<file path="config.mk">
export PLATFORM = sky130hd
export DESIGN_NAME = priority_order_sorter_core
export DESIGN_NICKNAME = d
export VERILOG_FILES = /design/src/hdl/pos_pkg.sv /design/src/hdl/priority_order_sorter_core.sv /design/src/hdl/pos_ctrl.sv /design/src/hdl/pos_dp.sv
export SDC_FILE = /design/constraint.sdc
export NUM_CORES = 1
export LEC_CHECK = 0
export BUFFER_PORTS_ARGS = -buffer_cell sky130_fd_sc_hd__buf_2
export CAP_MARGIN = 20
export CORE_ASPECT_RATIO = 2
export CORE_MARGIN = 10
export CORE_UTILIZATION = 40
export DETAILED_ROUTE_END_ITERATION = 6
export PLACE_DENSITY_LB_ADDON = 0.08
export SLEW_MARGIN = 20
export SYNTH_ARGS = -nofsm -noshare
export SYNTH_HDL_FRONTEND = slang
export SYNTH_SLANG_ARGS = --single-unit
</file>
<file path="constraint.sdc">
create_clock -name clk -period 6 [get_ports clk]
set_input_delay 0.3 -clock clk [delete_from_list [all_inputs] [get_ports clk]]
set_output_delay 0.3 -clock clk [all_outputs]
set_load 0.005 [all_outputs]
</file>
<file path="src/hdl/pos_pkg.sv">
// Shared constants, types and helpers for the priority order sorter.
package pos_pkg;

  localparam int SLOTS  = 16;
  localparam int IDX_W  = $clog2(SLOTS);
  localparam int CNT_W  = $clog2(SLOTS + 1);
  localparam int TOT_W  = $clog2(SLOTS + 2);
  localparam int FLD_W  = 5;

  localparam logic [7:0] DEFAULT_REPEAT = 8'd5;
  localparam logic [7:0] MODE_LOW       = 8'h20;
  localparam logic [7:0] MODE_MID       = 8'h21;
  localparam logic [7:0] MODE_HIGH      = 8'h22;

  typedef enum logic [0:0] {
    REG_MODE   = 1'b0,
    REG_REPEAT = 1'b1
  } reg_idx_t;

  // Controller to datapath
  typedef struct packed {
    logic load;       // insert the accepted entry, or flag a drop when full
    logic load_final; // accepted entry closes the set
    logic scan;       // test one held entry against the repeat slot
    logic emit;       // issue result beats into the output register
  } cmd_t;

  // Datapath to controller
  typedef struct packed {
    logic scan_done;
    logic last_issued;
  } stat_t;

  function automatic logic [FLD_W-1:0] fit_field(input logic [TOT_W-1:0] v);
    logic [TOT_W+FLD_W-1:0] w;
    w = {{FLD_W{1'b0}}, v};
    return w[FLD_W-1:0];
  endfunction

endpackage

</file>
<file path="src/hdl/priority_order_sorter_core.sv">
// After the final beat is accepted, the held list is scanned for the repeat slot
// (up to the first match), then result beats go through the output register.
// Throughput: one entry per cycle while loading (insertion array), one result beat
// per cycle while emitting and m_tready allows it (single read port on the id array).
// Reset (rst, synchronous): set empty, no flag, output register empty,
// mode 0 and repeat slot 5.
module priority_order_sorter_core (
  input  logic        clk,
  input  logic        rst,
  // configuration writes
  input  logic        cfg_we,
  input  logic [0:0]  cfg_index,
  input  logic [7:0]  cfg_data,
  // entry beats
  input  logic        s_tvalid,
  output logic        s_tready,
  input  logic [15:0] s_tdata,   // slot_id[7:0], priority_key[15:8]
  input  logic        s_tlast,   // final_entry
  // result beats
  output logic        m_tvalid,
  input  logic        m_tready,
  output logic [23:0] m_tdata,   // slot_out[7:0], position[12:8], total_count[17:13]
  output logic [0:0]  m_tuser,   // overflowed[0]
  output logic        m_tlast    // end_of_list
);

  pos_pkg::cmd_t  cmd;
  pos_pkg::stat_t stat;

  // Controller: accepts entries in the load phase, then steps the scan and
  // drives emission until the last beat has been issued.
  pos_ctrl u_ctrl (
    .clk      (clk),
    .rst      (rst),
    .s_tvalid (s_tvalid),
    .s_tlast  (s_tlast),
    .s_tready (s_tready),
    .stat     (stat),
    .cmd      (cmd)
  );

  // Datapath: sorted insertion cells, repeat scan and output register. The
  // output register decouples the sides, so loading of the next set may start
  // while the last beat of the previous list still waits.
  pos_dp u_dp (
    .clk       (clk),
    .rst       (rst),
    .cfg_we    (cfg_we),
    .cfg_index (cfg_index),
    .cfg_data  (cfg_data),
    .s_tdata   (s_tdata),
    .cmd       (cmd),
    .stat      (stat),
    .m_tvalid  (m_tvalid),
    .m_tready  (m_tready),
    .m_tdata   (m_tdata),
    .m_tuser   (m_tuser),
    .m_tlast   (m_tlast)
  );

endmodule

</file>
<file path="src/hdl/pos_ctrl.sv">
// Sequencer for the load, scan and emit phases.
module pos_ctrl (
  input  logic           clk,
  input  logic           rst,
  input  logic           s_tvalid,
  input  logic           s_tlast,
  output logic           s_tready,
  input  pos_pkg::stat_t stat,
  output pos_pkg::cmd_t  cmd
);

  typedef enum logic [2:0] {
    ST_LOAD = 3'b001,
    ST_SCAN = 3'b010,
    ST_EMIT = 3'b100
  } state_t;

  state_t state, state_next;
  logic   in_fire;

  assign s_tready = (state == ST_LOAD);
  assign in_fire  = s_tvalid && s_tready;

  always_comb begin
    cmd            = '0;
    cmd.load       = in_fire;
    cmd.load_final = in_fire && s_tlast;
    cmd.scan       = (state == ST_SCAN);
    cmd.emit       = (state == ST_EMIT);
  end

  always_comb begin
    state_next = state;
    unique case (state)
      ST_LOAD: if (in_fire && s_tlast) state_next = ST_SCAN;
      ST_SCAN: if (stat.scan_done) state_next = ST_EMIT;
      ST_EMIT: if (stat.last_issued) state_next = ST_LOAD;
      default: state_next = ST_LOAD;
    endcase
  end

  always_ff @(posedge clk) begin
    if (rst) begin
      state <= ST_LOAD;
    end else begin
      state <= state_next;
    end
  end

endmodule

</file>
<file path="src/hdl/pos_dp.sv">
// Insertion array, repeat scan, emission counters and output register.
module pos_dp (
  input  logic           clk,
  input  logic           rst,
  input  logic           cfg_we,
  input  logic [0:0]     cfg_index,
  input  logic [7:0]     cfg_data,
  input  logic [15:0]    s_tdata,
  input  pos_pkg::cmd_t  cmd,
  output pos_pkg::stat_t stat,
  output logic           m_tvalid,
  input  logic           m_tready,
  output logic [23:0]    m_tdata,
  output logic [0:0]     m_tuser,
  output logic           m_tlast
);

  localparam int IDX_W = pos_pkg::IDX_W;
  localparam int CNT_W = pos_pkg::CNT_W;
  localparam int TOT_W = pos_pkg::TOT_W;

  logic [7:0]       mode_code;
  logic [7:0]       repeat_slot;
  logic [7:0]       keys [pos_pkg::SLOTS];
  logic [7:0]       ids  [pos_pkg::SLOTS];
  logic [CNT_W-1:0] count;
  logic             drop;
  logic [pos_pkg::SLOTS-1:0] ge;

  logic [7:0]       in_id, in_key;
  logic             room, ins;

  logic [IDX_W-1:0] scan_idx;
  logic [IDX_W-1:0] dup_idx;
  logic             found;
  logic             dup_en, match, scan_last;

  logic [IDX_W-1:0] rd;
  logic [TOT_W-1:0] pos;
  logic [TOT_W-1:0] total;
  logic             dup_used;
  logic             out_load, is_last, repeat_now;

  assign in_id  = s_tdata[7:0];
  assign in_key = s_tdata[15:8];
  assign room   = (count < CNT_W'(pos_pkg::SLOTS));
  assign ins    = cmd.load && room;

  always_ff @(posedge clk) begin
    if (rst) begin
      mode_code   <= '0;
      repeat_slot <= pos_pkg::DEFAULT_REPEAT;
    end else if (cfg_we) begin
      unique case (pos_pkg::reg_idx_t'(cfg_index))
        pos_pkg::REG_MODE:   mode_code   <= cfg_data;
        pos_pkg::REG_REPEAT: repeat_slot <= cfg_data;
        default: ;
      endcase
    end
  end

  // Each cell keeps, takes the new entry, or takes its upper neighbor.
  for (genvar p = 0; p < pos_pkg::SLOTS; p++) begin : g_cell
    assign ge[p] = (CNT_W'(p) < count) && (keys[p] >= in_key);
    if (p == 0) begin : g_head
      always_ff @(posedge clk) begin
        if (ins && !ge[p]) begin
          keys[p] <= in_key;
          ids[p]  <= in_id;
        end
      end
    end else begin : g_body
      always_ff @(posedge clk) begin
        if (ins && !ge[p]) begin
          if (ge[p-1]) begin
            keys[p] <= in_key;
            ids[p]  <= in_id;
          end else begin
            keys[p] <= keys[p-1];
            ids[p]  <= ids[p-1];
          end
        end
      end
    end
  end

  assign dup_en = (mode_code == pos_pkg::MODE_LOW) || (mode_code == pos_pkg::MODE_MID) ||
                  (mode_code == pos_pkg::MODE_HIGH);
  assign match     = dup_en && (ids[scan_idx] == repeat_slot);
  assign scan_last = ((CNT_W'(scan_idx) + CNT_W'(1)) == count);
  assign stat.scan_done = cmd.scan && (!dup_en || match || scan_last);

  assign total      = TOT_W'(count) + TOT_W'(found);
  assign out_load   = cmd.emit && (!m_tvalid || m_tready);
  assign is_last    = (pos == total - TOT_W'(1));
  assign repeat_now = found && (rd == dup_idx) && !dup_used;
  assign stat.last_issued = out_load && is_last;

  always_ff @(posedge clk) begin
    if (rst) begin
      count    <= '0;
      drop     <= 1'b0;
      scan_idx <= '0;
      found    <= 1'b0;
      dup_idx  <= '0;
      rd       <= '0;
      pos      <= '0;
      dup_used <= 1'b0;
    end else begin
      if (cmd.load) begin
        if (room) count <= count + CNT_W'(1);
        else      drop  <= 1'b1;
      end
      if (cmd.load_final) scan_idx <= '0;
      if (cmd.scan) begin
        scan_idx <= scan_idx + IDX_W'(1);
        found    <= match;
        dup_idx  <= scan_idx;
      end
      if (stat.scan_done) begin
        rd       <= '0;
        pos      <= '0;
        dup_used <= 1'b0;
      end
      if (out_load) begin
        pos <= pos + TOT_W'(1);
        if (repeat_now) dup_used <= 1'b1;
        else            rd       <= rd + IDX_W'(1);
        if (is_last) begin
          count <= '0;
          drop  <= 1'b0;
        end
      end
    end
  end

  always_ff @(posedge clk) begin
    if (rst) begin
      m_tvalid <= 1'b0;
    end else if (out_load) begin
      m_tvalid <= 1'b1;
    end else if (m_tready) begin
      m_tvalid <= 1'b0;
    end
  end

  always_ff @(posedge clk) begin
    if (out_load) begin
      m_tdata <= {6'd0, pos_pkg::fit_field(total), pos_pkg::fit_field(pos), ids[rd]};
      m_tuser <= drop;
      m_tlast <= is_last;
    end
  end

endmodule

</file>
==> results.py, run 1 <==
metrics = {
    "timing": {
        "fmaxAchievable_ghz": 0.2125,
        "setup_tns_ns": 0,
        "fin_crit_sh_pct": 78.43,
        "maxSlewHeadroom_pct": 26.31,
        "setup_viol": 0,
        "hold_violations": 0,
        "maxSlewViolCount": 0,
        "rsz0062_at_grt": "no",
        "skew_ns": 0.01901,
        "holdWs_ns": 0.1009,
        "tightest_slew_ns": 1.103,
        "period_minus_slack_ns": 4.706,
    },
    "critical_path": {
        "reg2reg_to": "u_dp.keys[1][53]$_DFFE_PP_",
        "cp_cell_sequence": "nor3b_1, and2_1, nand2b_1, buf_4, inv_2, o31a_1, nor2_1, inv_2, nand2b_1, mux2_1",
        "crit_fanout": 21,
        "end_kind": "flip-flop",
        "reg2regPathDepth": 10,
        "r2r-start": "u_ctrl.state[0]$_SDFFE_PP1P_",
        "start_kind": "flip-flop",
        "critical_path_class": "reg -> reg",
        "slowest_stage": "nand2b_1",
        "critPathMaxStageDelay_ns": 0.81,
        "required_ns": 6.33,
        "worstPathArrival_ns": 5.03,
        "rrSetupSlack_ns": 1.29,
    },
    "synth": {
        "ys_seq_area_share_pct": 49.99,
        "synth.distinct_cells": 57,
        "synthCells": 1379,
        "yosysTopAreaCellShare_pct": 44.56,
        "ys.flop_type": "edfxtp_1",
        "ys_warn_count": 0,
        "synth-edff-count": 268,
        "ys_ff_latch": 317,
        "netlist_top_cells_area": "edfxtp_1 (45%), mux2_1 (13%), ha_1 (8.8%)",
        "syn_avg_cell_area_um2": 13.10,
        "synth_largest_area_cell": "edfxtp_1",
        "syn_area_um2": 18060,
        "async_reset_ff_share_pct": 0,
    },
    "clock_network": {
        "post_cts_buffers": 0,
        "cts_tree": "built",
        "path_clk_slew_ns": 0.07,
        "root_buffer": "clkbuf_16",
        "htree_levels": 1,
        "clk_latency_ns": 0.59,
        "clock_tree.buffer_depth": 3,
        "numCtsBuffers": 31,
        "cts.sinks": 317,
    },
    "placed_design": {
        "dp_hpwl_mm": 40.22,
        "port_buffers": 52,
        "place_inst": 1940,
        "gp_congestion": 0.8244,
    },
    "finish": {
        "antennaDiodeCount": 0,
        "layout.cells.non_filler": 2006,
        "finish.net_count": 1580,
        "syn_to_final_growth_pct": 10.85,
        "drive_gt1_share_pct": 14.52,
    },
    "grt": {
        "grt_max_degree": 42,
        "met1_usage_pct": 19.64,
        "grtUsageMet2_pct": 41.16,
        "grt_pass1_wl_mm": 81.99,
        "use_met3_pct": 1.846,
        "grt_pass1_vias": 12290,
        "busiest_layer": "met2",
        "grt-ovfl-total": 0,
        "antenna_found_initial": 0,
        "track_usage_pct": 20.19,
    },
    "routing": {
        "wirelength_mm": 54.83,
        "ant_nets": 0,
        "wl_per_cell_um": 27.33,
        "routed_via_density": 5.703,
        "vias": 11440,
        "drtIter0Drc": 694,
        "first_pass_iters": 5,
        "drc": 0,
    },
    "hold_path": {
        "min_to": "u_ctrl.state[1]$_SDFFE_PP0P_",
        "min_path_cells": 3,
        "hold_class": "in -> reg",
        "hold_start": "s_tlast",
    },
    "pwr": {
        "p_leak_uw": 0.007291,
        "p_per_area_nw_per_um2": 318.0,
        "peakVddDrop_mv": 0.1461,
    },
    "floorplanning": {
        "core_area_um2": 44870,
        "fp.dieW_um": 170.3,
        "die_height_um": 320.5,
        "dieArea_um2": 54570,
        "rows": 110,
        "start_util_pct": 40.25,
        "ios": 59,
    },
    "outcome": {
        "status": "finished, final reports clean",
    },
    "flow_run": {
        "cap_violations": 0,
    },
}
## logic make-up after synthesis
| group | Yosys count | share of synthesized area (%) |
|---|---|---|
| and+or+nand+nor | 259 | 7.101 |
| AOI/OAI and AO/OA | 212 | 7.274 |
| DFF | 317 | 49.99 |
| adders and majority gates | 127 | 8.798 |
| other | 1 | 0.02076 |
| buffers and inverters | 127 | 3.138 |
| xor gates and xnor gates | 30 | 1.455 |
| muxes | 306 | 22.22 |
## cells in the mapped netlist, types with 20 or more instances
library cell	n
edfxtp_1	268
mux2_1	210
ha_1	127
a21oi_1	66
nand2_1	66
mux4_2	55
clkbuf_1	50
nor2_1	50
dfxtp_1	49
mux2i_1	41
nand3_1	37
o21ai_1	37
inv_1	31
nand2b_1	28
buf_2	27
nor2b_1	26
o21ai_0	25
a21o_1	20
## layout by cell type (no fill, tap or decap), drive strengths merged, types with 5 or more instances in the layout
| master | count |
|---|---|
| clkbuf | 45 |
| xnor2 | 18 |
| a22oi | 6 |
| o31ai | 5 |
| edfxtp | 268 |
| a31oi | 8 |
| mux2i | 41 |
| o31a | 6 |
| mux2 | 210 |
| buf | 87 |
| nor3 | 10 |
| ha | 127 |
| nand2b | 28 |
| xor2 | 12 |
| clkinv | 6 |
| nand2 | 66 |
| dlygate4sd3 | 9 |
| nor2b | 26 |
| mux4 | 55 |
| o21ai | 64 |
| dfxtp | 49 |
| conb | 6 |
| a221oi | 5 |
| nand3 | 37 |
| a21o | 20 |
| a22o | 8 |
| and2 | 16 |
| inv | 42 |
| nor2 | 51 |
| a21oi | 66 |
## power by group
part / leakage, µW / internal [µW] / switching [µW]
registers: 0.00301 / 2840 / 249
logic: 0.00377 / 569 / 737
clock network: 0.000510 / 1070 / 895
total: 0.00729 / 4490 / 1880
## state kept, by name, indices dropped and copies added, names as in the netlist, 3 cells and up, named ones only
signal and cells:
u_dp.count 5, u_dp.dup_idx 4, u_dp.repeat_slot 8, u_dp.m_tdata 18, u_dp.rd 4, u_dp.scan_idx 4, u_dp.keys 120, u_dp.ids 128
u_dp.pos 5, u_dp.mode_code 8, u_ctrl.state 3
## worst max path at each step
stage,start,endpoint,slack [ns],cells past startpoint
after global routing,u_ctrl.state[0]$_SDFFE_PP1P_,u_dp.keys[1][50]$_DFFE_PP_,1.05,10
final,u_ctrl.state[0]$_SDFFE_PP1P_,u_dp.keys[1][53]$_DFFE_PP_,1.29,10
after detailed placement,s_tdata[9],u_dp.ids[9][1]$_DFFE_PP_,1.22,12
after floorplan,s_tdata[9],u_dp.ids[9][4]$_DFFE_PP_,1.21,11
after global placement,u_ctrl.state[0]$_SDFFE_PP1P_,u_dp.keys[1][50]$_DFFE_PP_,1.15,10
after CTS,u_ctrl.state[0]$_SDFFE_PP1P_,u_dp.keys[1][50]$_DFFE_PP_,1.23,10
## per-layer routing
metal  wire length (µm)  vias up
met5                  0        -
met4               2333        0
met3               1284       96
met2              32230      217
met1              18980     5794
li1                   -     5333
## worst max-delay path, delay by kind of cell, from the launching register on
family          cells  cell delay, ns
simple gates        5            2.38
mux                 1            0.39
flops               1            0.35
compound gates      1            0.25
buf+inv             3            1.05
## through the flow
step                instance area, µm²  power [µW]  setup slack [ns]  utilization, %
floorplan                        18080        3911             1.209               -
global placement                 18930        4422             1.153           42.19
detailed placement               18930        4449             1.218           42.19
CTS                              20010        6434             1.230           44.60
global route                     20020        6662             1.054           44.62
finish                           20020        6366             1.294           44.62
## final cells by class
| type | count | area, µm² |
|---|---|---|
| Sequential cell | 317 | 9031 |
| Clock buffer | 45 | 930.9 |
| Fill cell | 4139 | 24850 |
| Inverter | 36 | 135.1 |
| Multi-Input combinational cell | 940 | 8549 |
| Timing Repair Buffer | 96 | 613.1 |
| Clock inverter | 12 | 60.06 |
| Tap cell | 560 | 700.7 |
## what timing repair did
item                       CTS  global route
hold buffers                 9             0
gates resized for setup      0             0
setup endpoints to repair    0             0
hold endpoints to repair    17             0
Note: power is estimated with default switching activity, not from simulation.
==> run 2: changes to the inputs <==
--- a/config.mk
+++ b/config.mk
@@ -5,6 +5,7 @@
 export SDC_FILE = /design/constraint.sdc
 export NUM_CORES = 1
 export LEC_CHECK = 0
+export ABC_AREA = 1
 export BUFFER_PORTS_ARGS = -buffer_cell sky130_fd_sc_hd__buf_2
 export CAP_MARGIN = 20
 export CORE_ASPECT_RATIO = 2
==> constraint.sdc (replaced) <==
create_clock -name clk -period 3.95 [get_ports clk]
set_input_delay 0.1975 -clock clk [delete_from_list [all_inputs] [get_ports clk]]
set_output_delay 0.1975 -clock clk [all_outputs]
set_load 0.005 [all_outputs]
==> results.py, run 2 <==
metrics = {
    "finish": {
        "drive_gt1_share_pct": 9.923,
        "multi_input_area_um2": 8004,
        "seq_area_um2": 9031,
        "fin_area_um2": 20670,
        "largest-register": "u_dp.ids",
        "antennaDiodeCount": 0,
        "reg.largest.list": "u_dp.ids: 128 flops, u_dp.keys: 120 flops, u_dp.m_tdata: 18 flops",
        "syn_to_final_growth_pct": 12.14,
        "nFillCells": 4458,
        "largest_reg_flops": 128,
        "mostFrequentLayoutCells": "nand2_1 (402), edfxtp_1 (268), a21oi_1 (255)",
        "final_common_cell": "nand2_1",
        "finish.net_count": 2341,
    },
    "synth": {
        "synth_top_family_by_area": "simple AND/OR/NAND/NOR gates",
        "netlist_top_cells_area": "edfxtp_1 (44%), ha_1 (8.6%), nand2_1 (8.2%)",
        "synth.most_common_cell": "nand2_1",
        "synth.distinct_cells": 47,
        "synth_compound_area_share_pct": 16.07,
        "ys.flop_type": "edfxtp_1",
        "synthCells": 2118,
        "synth_xor_xnor_area_share_pct": 0.9435,
        "syn_area_um2": 18430,
        "synth_largest_area_cell": "edfxtp_1",
        "ys_seq_area_share_pct": 48.98,
        "ys_warn_count": 0,
        "muxShareOfSynthArea_pct": 0.3665,
        "ys_ff_latch": 317,
        "ys_top_cells_by_count": "nand2_1 (403), edfxtp_1 (268), a21oi_1 (256)",
        "synthSimpleGateAreaFrac_pct": 17.27,
        "synth_fa_ha_area_share_pct": 8.620,
        "yosysTopAreaCellShare_pct": 43.66,
        "async_reset_ff_share_pct": 0,
        "synth-edff-count": 268,
        "syn_avg_cell_area_um2": 8.703,
    },
    "routing": {
        "drtIter0Drc": 1068,
        "wirelength_mm": 63.49,
        "routed_via_density": 5.597,
        "ant_nets": 0,
        "met2_length_mm": 33.92,
        "drc": 0,
        "top_layer_used": "met4",
        "wl_met3_mm": 2.802,
        "drt-met1-wl_mm": 21.88,
        "wl_per_cell_um": 22.90,
        "vias": 15520,
        "first_pass_iters": 5,
    },
    "floorplanning": {
        "core_area_um2": 45690,
        "die_height_um": 323.6,
        "ios": 59,
        "dieArea_um2": 55590,
        "fp.dieW_um": 171.8,
        "rows": 111,
        "start_util_pct": 40.34,
    },
    "clock_network": {
        "cts.sinks": 317,
        "clk_latency_ns": 0.54,
        "root_buffer": "clkbuf_16",
        "post_cts_buffers": 0,
        "clock_tree.buffer_depth": 3,
        "post_cts_resize_count": 0,
        "hold_buffers": 16,
        "htree_levels": 2,
        "cts_tree": "built",
        "path_clk_slew_ns": 0.07,
        "numCtsBuffers": 35,
    },
    "timing": {
        "rsz0062_at_grt": "no",
        "tightest_slew_ns": 1.118,
        "maxSlewHeadroom_pct": 25.48,
        "setup_tns_ns": 0,
        "period_minus_slack_ns": 3.501,
        "holdWs_ns": 0.01593,
        "setup_viol": 0,
        "fmaxAchievable_ghz": 0.2857,
        "hold_violations": 0,
        "skew_ns": 0.02502,
        "fin_crit_sh_pct": 88.62,
        "maxSlewViolCount": 0,
    },
    "grt": {
        "grt_pass1_wl_mm": 95.16,
        "grt_max_degree": 69,
        "antenna_found_initial": 0,
        "track_usage_pct": 22.92,
        "grt_pass1_vias": 15570,
        "grt-ovfl-total": 0,
    },
    "hold_path": {
        "hold_class": "in -> reg",
        "min_to": "u_ctrl.state[1]$_SDFFE_PP0P_",
        "hold_start": "s_tlast",
        "min_path_cells": 3,
    },
    "flow_run": {
        "cap_violations": 0,
    },
    "critical_path": {
        "critical_path.startpoint": "s_tdata[11]",
        "required_ns": 4.10,
        "crit_fanout": 17,
        "reg2reg_to": "u_dp.keys[1][50]$_DFFE_PP_",
        "start_kind": "input port",
        "slowest_stage": "inv_1",
        "rrSetupSlack_ns": 0.98,
        "end_kind": "flip-flop",
        "cp_cell_sequence": "dlygate4sd3_1, buf_2, inv_1, buf_4, ha_1, a21oi_1, o21ai_0, nand2_1, o2111ai_1, nand3_1, nand2_1, inv_1",
        "critPathMaxStageDelay_ns": 0.71,
        "r2r-start": "u_dp.keys[1][51]$_DFFE_PP_",
        "worstPathArrival_ns": 3.65,
        "reg2regPathDepth": 8,
        "critical_path_class": "in -> reg",
    },
    "placed_design": {
        "dp_hpwl_mm": 46.17,
        "port_buffers": 52,
        "placed_cell_area_um2": 19410,
        "gp_congestion": 0.9071,
    },
    "pwr": {
        "p_leak_uw": 0.008603,
        "p_per_area_nw_per_um2": 449.3,
        "peakVddDrop_mv": 0.3668,
    },
    "outcome": {
        "status": "finished, final reports clean",
    },
}
==> run 2: cell families (layout without fill, tap and decap cells) <==
| family | after synthesis | in the layout |
|---|---|---|
| adders and majority gates | 127 | 127 |
| AOI/OAI and AO/OA | 551 | 551 |
| xor gates and xnor gates | 19 | 19 |
| and+or+nand+nor | 757 | 757 |
| DFF | 317 | 317 |
| muxes | 6 | 6 |
| buffers and inverters | 340 | 424 |
| other | 1 | 6 |
==> run 2: metal layers <==
metal | vias to the layer above | GRT usage [%]
met5 | - | 0
met4 | 0 | 15.97
met3 | 161 | 2.374
met2 | 499 | 42.91
met1 | 7420 | 22.95
li1 | 7435 | -
==> run 2: worst max-delay path: cells and delay by family <==
family | cells | cell delay, ns
AND/OR/NAND/NOR | 3 | 0.72
AO/OA/AOI/OAI | 3 | 0.47
adder cells (fa/ha/maj) | 1 | 0.26
buffers and inverters | 5 | 1.98
==> run 2: how the worst max path moves through the flow <==
stage | end | slack (ns) | cells past startpoint
2_1_floorplan | u_dp.keys[0][10]$_DFFE_PP_ | 0.53 | 12
3_3_place_gp | u_dp.keys[1][49]$_DFFE_PP_ | 0.49 | 11
3_5_place_dp | u_dp.keys[1][49]$_DFFE_PP_ | 0.48 | 11
4_1_cts | u_dp.keys[1][50]$_DFFE_PP_ | 0.50 | 12
5_1_grt | u_dp.ids[14][7]$_DFFE_PP_ | 0.21 | 12
6_report | u_dp.keys[1][50]$_DFFE_PP_ | 0.45 | 12
==> run 2: through the flow <==
step	worst slack (ns)	power (µW)	utilization, %	cells
6_report	0.4494	9289	45.24	2772
3_5_place_dp	0.4846	6058	42.49	2695
4_1_cts	0.4955	9352	45.24	2772
3_3_place_gp	0.4859	6022	42.49	2695
2_1_floorplan	0.5254	5383	-	2123
5_1_grt	0.2146	9702	45.24	2772
==> run 2: report_power, final <==
group	internal (µW)	total (µW)	switching, µW
registers	4100	4290	194
logic	533	1710	1180
clock network	1850	3280	1430
==> run 2: layout make-up <==
type	count	area share, %
Sequential cell	317	43.69
Tap cell	565	3.420
Multi-Input combinational cell	1466	38.72
Clock buffer	43	4.636
Timing Repair Buffer	146	4.927
Inverter	217	3.952
Clock inverter	18	0.6597
==> run 3: changes to the inputs <==
--- a/config.mk
+++ b/config.mk
@@ -13,7 +13,6 @@
 export CORE_UTILIZATION = 40
 export DETAILED_ROUTE_END_ITERATION = 6
 export PLACE_DENSITY_LB_ADDON = 0.08
-export SLEW_MARGIN = 20
 export SYNTH_ARGS = -nofsm -noshare
 export SYNTH_HDL_FRONTEND = slang
 export SYNTH_SLANG_ARGS = --single-unit
==> constraint.sdc (replaced) <==
create_clock -name clk -period 3.95 [get_ports clk]
set_input_delay 0.9875 -clock clk [delete_from_list [all_inputs] [get_ports clk]]
set_output_delay 0.9875 -clock clk [all_outputs]
set_load 0.005 [all_outputs]
==> results.py, run 3 (same netlist as run 2, synthesis figures left out) <==
metrics = {
    "finish": {
        "nFillCells": 4489,
        "largest-register": "u_dp.ids",
        "final_common_cell": "nand2_1",
        "seq_area_um2": 9031,
        "drive_gt1_share_pct": 10.10,
        "fin_area_um2": 20650,
        "multi_input_area_um2": 8001,
        "mostFrequentLayoutCells": "nand2_1 (403), edfxtp_1 (268), a21oi_1 (255)",
        "layout.cells.non_filler": 2754,
        "reg.largest.list": "u_dp.ids: 128 flops, u_dp.keys: 120 flops, u_dp.m_tdata: 18 flops",
        "largest_reg_flops": 128,
        "finish.net_count": 2322,
        "syn_to_final_growth_pct": 12.04,
        "antennaDiodeCount": 0,
    },
    "clock_network": {
        "clock_tree.buffer_depth": 3,
        "root_buffer": "clkbuf_16",
        "clk_latency_ns": 0.54,
        "htree_levels": 2,
        "hold_buffers": 0,
        "path_clk_slew_ns": 0.07,
        "numCtsBuffers": 34,
        "post_cts_buffers": 0,
        "cts_tree": "built",
        "cts.sinks": 317,
        "post_cts_resize_count": 0,
    },
    "critical_path": {
        "worstPathArrival_ns": 3.23,
        "cp_cell_sequence": "buf_2, inv_1, buf_12, buf_4, ha_1, nand2_1, nor2_1, nand4_1, o2111ai_1, a31oi_2, nand2_1, buf_4, nor2_1, a21oi_1",
        "critical_path_class": "in -> reg",
        "start_kind": "input port",
        "end_kind": "flip-flop",
        "critPathMaxStageDelay_ns": 0.46,
        "slowest_stage": "a31oi_2",
        "crit_fanout": 32,
        "required_ns": 4.21,
        "crit_buf_inv": 5,
        "cpLargestDelayFamily": "buffers and inverters",
    },
    "routing": {
        "first_pass_iters": 5,
        "ant_nets": 0,
        "drtIter0Drc": 1045,
        "routed_via_density": 5.545,
        "wirelength_mm": 61.22,
        "wl_per_cell_um": 22.23,
        "vias": 15270,
        "drc": 0,
    },
    "timing": {
        "fin_crit_sh_pct": 75.17,
        "skew_ns": 0.03043,
        "maxSlewHeadroom_pct": 33.45,
        "setup_ws_ns": 0.9809,
        "rsz0062_at_grt": "no",
        "setup_tns_ns": 0,
        "fmaxAchievable_ghz": 0.3368,
        "hold_violations": 0,
        "tightest_slew_ns": 0.9968,
        "period_minus_slack_ns": 2.969,
        "maxSlewViolCount": 0,
        "setup_viol": 0,
    },
    "floorplanning": {
        "start_util_pct": 40.34,
        "die_height_um": 323.6,
        "rows": 111,
        "ios": 59,
        "fp.dieW_um": 171.8,
        "dieArea_um2": 55590,
        "core_area_um2": 45690,
    },
    "placed_design": {
        "gp_congestion": 0.8989,
        "place_inst": 2693,
        "port_buffers": 52,
        "placed_cell_area_um2": 19480,
        "dp_hpwl_mm": 44.85,
        "post-place-ws_ns": 0.3397,
    },
    "pwr": {
        "finalPower_uw": 9425,
        "p_per_area_nw_per_um2": 456.4,
        "peakVddDrop_mv": 0.3118,
        "p_leak_uw": 0.008598,
    },
    "grt": {
        "antenna_found_initial": 0,
        "grt-ovfl-total": 0,
        "grt_pass1_vias": 15290,
        "grt_pass1_wl_mm": 91.22,
        "grt_max_degree": 87,
        "track_usage_pct": 21.93,
    },
    "flow_run": {
        "cap_violations": 0,
    },
    "outcome": {
        "status": "finished, final reports clean",
    },
    "hold_path": {
        "hold_class": "reg -> reg",
    },
}
[run 3: changes by cell type in the layout (fill, tap and decap cells not counted), moves of 2 or more]
cell,previous run,this run
dlygate4sd3_1,16,0
bufinv_16,2,4
buf_4,77,67
clkinv_2,6,8
buf_12,1,8
clkbuf_8,1,5
clkinv_1,12,7
[run 3: metal layers]
| metal | up-vias | share of wire [%] | wire length (µm) | track usage (%) |
|---|---|---|---|---|
| met5 | - | 0 | 0 | 0 |
| met4 | 0 | 7.6 | 4633 | 15.66 |
| li1 | 7406 | - | - | - |
| met1 | 7263 | 34 | 21090 | 21.77 |
| met3 | 167 | 4.0 | 2438 | 2.545 |
| met2 | 436 | 54 | 33060 | 40.91 |
[run 3: cell type report]
cell class | count | share of cell area [%]
inverters | 217 | 3.956
flip-flops and latches | 317 | 43.73
multi-input cells | 1466 | 38.74
well taps | 565 | 3.423
clock inverters | 16 | 0.8966
repair buffers | 128 | 4.489
clock buffers | 45 | 4.768
[run 3: final timing paths]
kind / startpoint / to / slack [ns] / cells after the start
hold / removal: u_dp.drop$_SDFF_PP0_ / u_dp.m_tuser$_DFFE_PP_ / 0.43 / 0
setup reg to reg: flip-flop / u_dp.pos[3]$_SDFFE_PP0P_ / 1.05 / 16
setup / recovery: s_tdata[14] / u_dp.keys[1][31]$_DFFE_PP_ / 0.98 / 14
hold reg to reg: u_dp.drop$_SDFF_PP0_ / u_dp.m_tuser$_DFFE_PP_ / 0.43 / 0
[run 3: per-stage QoR]
step	hold slack [ns]	util, %
floorplan	0.4090	-
global placement	0.4193	42.63
detailed placement	0.4185	42.64
CTS	0.4335	45.20
global route	0.4459	45.20
finish	0.4314	45.20
[run 3: power breakdown]
| part | leakage, µW | internal (µW) | total (µW) | switching [µW] |
|---|---|---|---|---|
| Sequential | 0.00296 | 4100 | 4290 | 189 |
| Clock | 0.000584 | 2020 | 3440 | 1420 |
| Combinational | 0.00506 | 548 | 1700 | 1150 |
